<file path="src/hdl/latching_valve_pulse_sequencer_core_defines.svh">
// Assertion macros shared by the valve pulse sequencer RTL.
`ifndef LATCHING_VALVE_PULSE_SEQUENCER_CORE_DEFINES_SVH
`define LATCHING_VALVE_PULSE_SEQUENCER_CORE_DEFINES_SVH

// Same-cycle implication, checked on clk and disabled during rst.
`define LVPS_ASSERT_NOW(lbl, ante, cons, msg) \
  lbl: assert property (@(posedge clk) disable iff (rst) (ante) |-> (cons)) \
    else $error(msg);

// Next-cycle implication, checked on clk and disabled during rst.
`define LVPS_ASSERT_NEXT(lbl, ante, cons, msg) \
  lbl: assert property (@(posedge clk) disable iff (rst) (ante) |=> (cons)) \
    else $error(msg);

`endif

</file>
<file path="src/hdl/lvps_pkg.sv">
// Package with the phase codes, register indexes and reset constants of the sequencer.
`default_nettype none

package lvps_pkg;

  typedef enum logic [2:0] {
    PH_IDLE        = 3'd0,
    PH_OPEN_START  = 3'd1,
    PH_OPEN_WAIT   = 3'd2,
    PH_OPEN_END    = 3'd3,
    PH_HOLD        = 3'd4,
    PH_CLOSE_START = 3'd5,
    PH_CLOSE_WAIT  = 3'd6,
    PH_REST        = 3'd7
  } phase_t;

  localparam logic       REG_OPEN_TIME   = 1'b0;
  localparam logic       REG_PULSE       = 1'b1;

  localparam logic [15:0] OPEN_TIME_RESET = 16'd2000;
  localparam logic [7:0]  PULSE_RESET     = 8'd20;
  localparam logic [15:0] MS_MAX          = 16'hFFFF;

endpackage

`default_nettype wire

</file>
<file path="src/hdl/latching_valve_pulse_sequencer_core.sv">
// Top level of the latching valve pulse sequencer: command handling, phase stepping, result buffer.
//
// Each input request is one millisecond tick carrying trigger_flush, close_request,
// clear_counters and a twelve-bit power_sample. The block applies the commands, advances a
// saturating millisecond counter and steps the eight-phase valve sequence, then delivers one
// result request with the coil drive level, the phase and the running counters.
// A request is accepted when in_valid is high and in_stall is low; a result is taken when
// out_valid is high and out_stall is low. The whole step is one pass of combinational logic
// from the state registers to the result register (the output register, or the skid register
// while the output is stalled), and one request can be accepted every cycle while in_stall is low.
// A two-entry result buffer (output register plus skid register) separates the two sides:
// the block still accepts a request while a finished result waits, and raises in_stall only
// when both entries are full, so a stalled receiver stops the input after one extra request.
// Configuration goes through the APB-style port: open_time_ms at byte address 0 (a zero write
// is ignored) and pulse_ms at byte address 4. Both read back. pready is always high.
// Configuration is meant to be written only while no request is in flight.
// The synchronous reset rst puts the sequence in the idle phase, clears every counter, loads
// open_time_ms with 2000 and pulse_ms with 20, and empties the result buffer.
`default_nettype none

module latching_valve_pulse_sequencer_core
  import lvps_pkg::*;
(
  input  wire logic        clk,
  input  wire logic        rst,
  // APB-style configuration port
  input  wire logic        psel,
  input  wire logic        penable,
  input  wire logic        pwrite,
  input  wire logic [2:0]  paddr,
  input  wire logic [31:0] pwdata,
  output logic      [31:0] prdata,
  output logic             pready,
  // Tick request channel
  input  wire logic        in_valid,
  output logic             in_stall,
  input  wire logic        trigger_flush,
  input  wire logic        close_request,
  input  wire logic        clear_counters,
  input  wire logic [11:0] power_sample,
  // Result channel
  output logic             out_valid,
  input  wire logic        out_stall,
  output logic             coil_drive,
  output logic      [2:0]  phase,
  output logic      [31:0] cycle_count,
  output logic      [31:0] total_open_ms,
  output logic      [31:0] power_sum,
  output logic      [15:0] sample_count
);

  // Result record carried through the output buffer.
  typedef struct packed {
    logic        coil_drive;
    logic [2:0]  phase;
    logic [31:0] cycle_count;
    logic [31:0] total_open_ms;
    logic [31:0] power_sum;
    logic [15:0] sample_count;
  } result_t;

  // Configuration registers.
  logic [15:0] open_time_ms;
  logic [7:0]  pulse_ms;

  // Sequencer state.
  phase_t      seq_phase, seq_phase_next;
  logic [15:0] ms_count, ms_count_next;
  logic        drive_level, drive_level_next;
  logic [31:0] cycles_done, cycles_done_next;
  logic [31:0] open_time_total, open_time_total_next;
  logic [31:0] sample_sum, sample_sum_next;
  logic [15:0] samples_taken, samples_taken_next;

  // Result buffer.
  result_t     out_data, skid_data, result_next;
  logic        skid_valid;

  logic        cfg_write;
  logic        in_fire;
  logic        out_fire;
  phase_t      cmd_phase;
  logic [15:0] ms_inc;

  assign pready    = 1'b1;
  assign cfg_write = psel && penable && pwrite && pready;

  // Register decode uses the word address bit; the byte offset bits are ignored.
  always_ff @(posedge clk) begin
    if (rst) begin
      open_time_ms <= OPEN_TIME_RESET;
      pulse_ms     <= PULSE_RESET;
    end else if (cfg_write) begin
      unique case (paddr[2])
        REG_OPEN_TIME: begin
          if (pwdata[15:0] != 16'd0) begin
            open_time_ms <= pwdata[15:0];
          end
        end
        REG_PULSE: begin
          pulse_ms <= pwdata[7:0];
        end
        default: begin
        end
      endcase
    end
  end

  always_comb begin
    unique case (paddr[2])
      REG_OPEN_TIME: prdata = {16'd0, open_time_ms};
      REG_PULSE:     prdata = {24'd0, pulse_ms};
      default:       prdata = 32'd0;
    endcase
  end

  // Input is held back only when both buffer entries are occupied.
  assign in_stall = skid_valid;
  assign in_fire  = in_valid && !in_stall;
  assign out_fire = out_valid && !out_stall;

  // One tick: commands first (close wins over trigger), then the counter, then the phase step.
  always_comb begin
    if (close_request) begin
      cmd_phase = PH_CLOSE_START;
    end else if (trigger_flush) begin
      cmd_phase = PH_OPEN_START;
    end else begin
      cmd_phase = seq_phase;
    end

    ms_inc = (ms_count == MS_MAX) ? ms_count : ms_count + 16'd1;

    seq_phase_next       = cmd_phase;
    ms_count_next        = ms_inc;
    drive_level_next     = drive_level;
    cycles_done_next     = clear_counters ? 32'd0 : cycles_done;
    open_time_total_next = clear_counters ? 32'd0 : open_time_total;
    sample_sum_next      = sample_sum;
    samples_taken_next   = samples_taken;

    unique case (cmd_phase)
      PH_OPEN_START: begin
        drive_level_next = 1'b1;
        seq_phase_next   = PH_OPEN_WAIT;
        ms_count_next    = 16'd0;
      end
      PH_OPEN_WAIT, PH_CLOSE_WAIT: begin
        sample_sum_next    = sample_sum + {20'd0, power_sample};
        samples_taken_next = samples_taken + 16'd1;
        if (ms_inc >= {8'd0, pulse_ms}) begin
          seq_phase_next = (cmd_phase == PH_OPEN_WAIT) ? PH_OPEN_END : PH_REST;
        end
      end
      PH_OPEN_END: begin
        drive_level_next = 1'b0;
        seq_phase_next   = PH_HOLD;
        ms_count_next    = 16'd0;
      end
      PH_HOLD: begin
        if (ms_inc >= open_time_ms) begin
          seq_phase_next = PH_CLOSE_START;
        end
      end
      PH_CLOSE_START: begin
        drive_level_next     = 1'b1;
        seq_phase_next       = PH_CLOSE_WAIT;
        cycles_done_next     = cycles_done_next + 32'd1;
        open_time_total_next = open_time_total_next + {16'd0, open_time_ms};
        ms_count_next        = 16'd0;
      end
      PH_IDLE, PH_REST: begin
        // The rest phase behaves like idle and stays where it is.
        drive_level_next = 1'b0;
        ms_count_next    = 16'd0;
      end
      default: begin
      end
    endcase

    result_next.coil_drive    = drive_level_next;
    result_next.phase         = seq_phase_next;
    result_next.cycle_count   = cycles_done_next;
    result_next.total_open_ms = open_time_total_next;
    result_next.power_sum     = sample_sum_next;
    result_next.sample_count  = samples_taken_next;
  end

  always_ff @(posedge clk) begin
    if (rst) begin
      seq_phase       <= PH_IDLE;
      ms_count        <= 16'd0;
      drive_level     <= 1'b0;
      cycles_done     <= 32'd0;
      open_time_total <= 32'd0;
      sample_sum      <= 32'd0;
      samples_taken   <= 16'd0;
    end else if (in_fire) begin
      seq_phase       <= seq_phase_next;
      ms_count        <= ms_count_next;
      drive_level     <= drive_level_next;
      cycles_done     <= cycles_done_next;
      open_time_total <= open_time_total_next;
      sample_sum      <= sample_sum_next;
      samples_taken   <= samples_taken_next;
    end
  end

  // Result buffer control. A new result goes to the output register when it is empty or being
  // taken, otherwise into the skid register. The skid entry moves up when the output is taken.
  always_ff @(posedge clk) begin
    if (rst) begin
      out_valid  <= 1'b0;
      skid_valid <= 1'b0;
    end else begin
      if (in_fire) begin
        if (!out_valid || !out_stall) begin
          out_valid <= 1'b1;
        end else begin
          skid_valid <= 1'b1;
        end
      end else if (out_fire) begin
        if (skid_valid) begin
          skid_valid <= 1'b0;
        end else begin
          out_valid <= 1'b0;
        end
      end
    end
  end

  always_ff @(posedge clk) begin
    if (in_fire) begin
      if (!out_valid || !out_stall) begin
        out_data <= result_next;
      end else begin
        skid_data <= result_next;
      end
    end else if (out_fire && skid_valid) begin
      out_data <= skid_data;
    end
  end

  assign coil_drive    = out_data.coil_drive;
  assign phase         = out_data.phase;
  assign cycle_count   = out_data.cycle_count;
  assign total_open_ms = out_data.total_open_ms;
  assign power_sum     = out_data.power_sum;
  assign sample_count  = out_data.sample_count;

`include "latching_valve_pulse_sequencer_core_defines.svh"

  `LVPS_ASSERT_NOW(a_skid_needs_out, skid_valid, out_valid, "skid entry without output entry")
  `LVPS_ASSERT_NEXT(a_skid_fill, in_fire && out_valid && out_stall, skid_valid, "stalled result lost")
  `LVPS_ASSERT_NOW(a_open_wait_drive, seq_phase == PH_OPEN_WAIT, drive_level, "coil off in open pulse")
  `LVPS_ASSERT_NOW(a_hold_no_drive, seq_phase == PH_HOLD, !drive_level, "coil driven while holding")
  `LVPS_ASSERT_NEXT(a_cycles_hold, !in_fire, cycles_done == $past(cycles_done), "cycle count moved without a tick")

endmodule

`default_nettype wire
</file>
<file path="config.mk">
export PLATFORM = sky130hd
export DESIGN_NAME = latching_valve_pulse_sequencer_core
export DESIGN_NICKNAME = d
export VERILOG_FILES = /design/src/hdl/lvps_pkg.sv /design/src/hdl/latching_valve_pulse_sequencer_core.sv
export VERILOG_INCLUDE_DIRS = /design/src /design/src/hdl
export SDC_FILE = /design/constraint.sdc
export NUM_CORES = 1
export LEC_CHECK = 0
export BUFFER_PORTS_ARGS = -buffer_cell sky130_fd_sc_hd__buf_2
export CAP_MARGIN = 20
export CORE_MARGIN = 4
export CORE_UTILIZATION = 54
export DETAILED_ROUTE_END_ITERATION = 16
export PLACE_DENSITY = 0.83
export SYNTH_ARGS = -nofsm -noshare
export SYNTH_HDL_FRONTEND = slang
export SYNTH_SLANG_ARGS = --single-unit
</file>
<file path="constraint.sdc">
create_clock -name clk -period 9 [get_ports clk]
set_input_delay 2.25 -clock clk [delete_from_list [all_inputs] [get_ports clk]]
set_output_delay 2.25 -clock clk [all_outputs]
set_load 0.005 [all_outputs]
</file>
Word-level counts from Yosys, hierarchy flattened
Index checks and enable logic that the tools add are counted.
Widths: inputs -> output; s select.

operators by class
  $add $sub $neg = 5
  magnitude comparators = 2
  eq/ne operators = 11
  multiplexer cells = 26
  bitwise operators = 2
  reductions and logical operators = 23

operator list
  kind                   count
  $mux 116               3
  $mux 32                5
  $pmux 32 s2            1
  $mux 16                3
  $add 16x1->16 const B  2
  $add 32x1->32 const B  1
  $add 32x12->32         1
  $add 32x16->32         1
  $eq 16x16->1 const B   1
  $ge 16x16->1           1
  $ge 16x8->1            1
  $reduce_bool 16->1     1
  $mux 3                 5
  $pmux 3 s5             1
  $eq 3x3->1 const B     4
  $reduce_and 2->1       4
  $mux 1                 7
  $eq 3x2->1 const B     2
  $reduce_and 3->1       2
  $logic_and 1x1->1      5
  $reduce_or 5->1        1
  $ne 2x1->1 const B     2
  $reduce_bool 2->1      2
  $reduce_or 2->1        2
  other kinds (8)        11

word-level totals
  register bits = 390
  output and inout port bits = 151

Longest topological paths before layout
  depth after elaboration = 8
  mapped depth = 14
  gate-level depth less buffers = 13

Worst setup path before layout
Ideal clock, no wire load.

  path type = in2reg
  start point = input in_valid
  end point = register out_data, in the netlist coil_drive, enable pin
  arrival time = 8806 ps
  required time = 8370 ps
  setup slack = -436 ps
  stages on the path = 6
  buffers on the path = 3
  cells stage by stage = nor2b_1 clkbuf_1 clkbuf_1 buf_1 a21oi_1 a21oi_1

between the ends
  word-level cells in the longest chain between the ends = 3

ends and longest elaborated chain
  what                                                                     RTL line                                    source
  start: declaration                                                       latching_valve_pulse_sequencer_core.sv:35   input wire logic in_valid,
  $logic_and 1x1->1 (*)                                                    latching_valve_pulse_sequencer_core.sv:119  assign in_fire = in_valid && !in_stall;
  $ne 2x1->1 (no source line) / $reduce_bool 2->1 (equally long branches)  --
  $reduce_and 2->1 (no source line) (*)                                    --
  end signal: assignment                                                   latching_valve_pulse_sequencer_core.sv:235  out_data <= result_next;
  end signal: assignment                                                   latching_valve_pulse_sequencer_core.sv:240  out_data <= skid_data;
  end: declaration                                                         latching_valve_pulse_sequencer_core.sv:76   result_t out_data, skid_data, result_next;

Mark *: on every way between the ends. The rest lies on a longest branch, timed or not.
A chain may end at the register's enable or synchronous reset.

Final worst setup path
  start point = input clear_counters
  end point = register out_data, in the netlist total_open_ms[24], data pin

between the ends
  word-level cells in the longest chain between the ends = 5

ends and longest elaborated chain
  what                          RTL line                                    source
  start: declaration            latching_valve_pulse_sequencer_core.sv:39   input wire logic clear_counters,
  $mux 32 (*)                   latching_valve_pulse_sequencer_core.sv:138  open_time_total_next = clear_counters ? 32'd0 : open_time_total;
  $add 32x16->32                latching_valve_pulse_sequencer_core.sv:169  open_time_total_next = open_time_total_next + {16'd0, open_time_ms};
  $mux 32 (*)                   latching_valve_pulse_sequencer_core.sv:142  unique case (cmd_phase)
  net open_time_total_next[24]  latching_valve_pulse_sequencer_core.sv:71   logic [31:0] open_time_total, open_time_total_next;
  $mux 116 (*)                  latching_valve_pulse_sequencer_core.sv:234  if (!out_valid || !out_stall) begin
  $mux 116 (*)                  latching_valve_pulse_sequencer_core.sv:233  if (in_fire) begin

The timed path passes the listed nets; every way through them passes the cells marked *. The select of a mux whose other input is x is not followed.

==> out/metrics.yaml <==
route:
  drtIter0Drc: 1230
  postRouteAntennaNets: 0
  via_per_inst: 5.81
  post_drt_wl_per_cell_microns: 17.8
  drt-total-wl_microns: 47000
  drc: 0
  dr.pass1.iters: 7
  vias: 15375
placed_design:
  place_ws_ns: 3.17
  placedInstanceArea_sq_um: 20800
  dp.final_hpwl_microns: 31200
  io_buffers: 172
  gp_congestion: 0.932
sta:
  hold_viol_final: 0
  setup_ws_ns: 3.63
  finalCritPeriodShare_pct: 59.7
  finalSetupTns_ns: 0
  fmax_mhz: 186
  whs_ns: 0.480
  slew_headroom_pct: 33.4
  worst_pin_slew_ns: 0.999
  period_minus_slack_ns: 5.37
  setup_viol: 0
  rsz0062_at_grt: "no"
  skew_ns: 0.0127
  drv_slew: 0
cells_and_area:
  area_growth_pct: 12.0
  final_layout_size_suffix_gt1_share_pct: 14.4
  multi_input_area_sq_um: 8880
  fillers: 2906
  final_common_cell: "nand2_1"
  fin_nets: 2268
  layout_common_cells: "nand2_1 (272), nor2_1 (271), edfxtp_1 (232)"
  seqCellArea_sq_um: 10100
  stdcell_area_sq_um: 22100
synth:
  synth_top_area_share_pct: 35.4
  synth_area_leaders: "edfxtp_1 (35%), dfxtp_1 (16%), nand2_1 (5.2%), nor2_1 (5.2%), ha_1 (3.8%)"
  synth_cells: 2038
  synth_area_sq_um: 19700
  synth_top_area_cell: "edfxtp_1"
  synth_edf_count: 232
  synthFlopType: "edfxtp_1"
  synth.mux.area_fraction_pct: 3.49
  synthAdderAreaFrac_pct: 4.01
  synth_top_family_by_area: "simple AND/OR/NAND/NOR gates"
  yosysWarnings: 0
  synthXorXnorAreaFrac_pct: 5.78
  synthSimpleGateAreaFrac_pct: 19.1
  ys_ff_latch: 390
  synth_compound_area_share_pct: 12.2
  syn_area_per_cell_sq_um: 9.67
  synth_cell_type_count: 76
  yosysSeqAreaShare_pct: 51.4
  async_reset_ff_share_pct: 0
critical_path:
  cp-end-kind: "flop"
  cp_max_fo: 71
  crit_arrival_ns: 5.66
  critPathKind: "input port to flop"
  worstPathRequired_ns: 9.29
  startpoint_type: "input port"
cts:
  h-tree-depth: 2
  clock_path_buffers: 3
  clock_sinks: 390
  postCtsHoldBufs: 0
  cts-root-buf: "clkbuf_16"
  clkTransAtPathRegs_ns: 0.06
  cts_tree: "built"
  ctsResizeCount: 0
  numCtsBuffers: 41
  cts_setup_buffers: 0
  insertion_delay_ns: 0.54
die:
  core-area_sq_um: 35700
  design.die.area_sq_um: 39600
  die_y_microns: 199
  io_pins: 208
  die_w_microns: 199
  rows: 69
  initial_core_util_pct: 55.1
global_routing:
  grt_max_degree: 207
  use_met2_pct: 37.5
  antenna_found_initial: 2
  met3_usage_pct: 3.30
  grtUsageMet1_pct: 32.4
  grt_pass1_wl_microns: 75500
  overflow: 0
  track_usage_pct: 23.2
  top_usage_layer: "met2"
  grt_pass1_vias: 14606
power:
  worst_ir_drop_vdd_uv: 105
  leakage_uw: 0.00853
  powerDensity_nw_per_um2: 183
outcome:
  status: "complete, no violations"
worst_hold_path:
  hold_path_class: "flop to flop"
flow_run:
  cap_violations: 0
## synth_stat cells, types with 12 or more instances
cell type  instances
o211ai_1          12
nand4_1           25
a211oi_1          13
dfxtp_1          158
clkbuf_1          97
inv_1             54
xnor2_1           81
a22oi_1           24
and3_1            19
xor2_1            49
buf_1             12
mux2i_1           18
a21o_1            14
a31oi_1           20
a21oi_1          121
ha_1              60
or3_1             24
o21ai_0          120
edfxtp_1         232
nor4_1            18
nand2_1          272
buf_4             17
o31ai_1           17
nand2b_1          25
nor2b_1           37
nor2_1           271
o21a_1            12
nand3_1           45
mux2_2            45
nor3_1            24
## metal layers
layer	part of all wire [%]	wire length [microns]	vias up
met5	0	0	-
met4	2.6	1220	0
met3	6.5	3050	82
met2	47	22100	524
met1	44	20700	7369
li1	-	-	7400
## report_power, final
part	leakage (uW)	switching (uW)	total, uW	internal, uW
clock network	0.000634	679	1630	951
registers	0.00339	34.4	2020	1990
logic	0.00451	249	384	135
total	0.00853	962	4040	3080
## critical path: stages
cell and delay [ns]:
buf_4 0.54, nor2b_1 0.19, ha_1 0.49, nand4_1 0.24, nor3_1 0.32, o211ai_1 0.34, a2111oi_0 0.90, xnor2_1 0.18
nand2_1 0.10, nand2_1 0.06
## logic make-up (layout without fill, tap and decap cells)
| kind of cell | after synthesis | count (layout) |
|---|---|---|
| AND/OR/NAND/NOR | 810 | 810 |
| AO/OA/AOI/OAI | 393 | 393 |
| flip-flops | 390 | 390 |
| buffers and inverters | 188 | 317 |
| XOR/XNOR | 130 | 130 |
| multiplexers | 63 | 63 |
| adder cells (fa/ha/maj) | 62 | 62 |
| other | 2 | 19 |
## cell type report
type / count / area share (%)
tap: 461 / 2.61
inverter: 54 / 0.918
clock inverter: 7 / 0.187
clock buffer: 69 / 5.68
multi-input combinational: 1475 / 40.2
timing repair buffer: 187 / 4.47
sequential: 390 / 45.9
antenna: 2 / 0.0227
## path summary, 6_finish.rpt
path / cells after the start / startpoint / slack (ns) / end
max: 10 / clear_counters / 3.63 / total_open_ms[24]
min: 2 / pulse_ms[7] / 0.48 / pulse_ms[7]
min reg2reg: 2 / pulse_ms[7] / 0.48 / pulse_ms[7]
max reg2reg: 12 / ms_count[0] / 5.05 / phase[0]
## flip-flops by register name, indices dropped and copies added (netlist names), 32 cells and up
signal and flops:
cycle_count 32, cycles_done 32, open_time_total 32, power_sum 32, sample_sum 32, skid_data 116
total_open_ms 32
## through the flow
stage / cells / total power (uW) / util (%)
after floorplan: 2053 / 2300 / -
after global placement: 2565 / 2430 / 58.1
after detailed placement: 2566 / 2440 / 58.1
after CTS: 2642 / 4070 / 61.7
after global routing: 2645 / 4190 / 61.8
final: 2645 / 4040 / 61.8
Note: power is estimated with default switching activity, not from simulation.
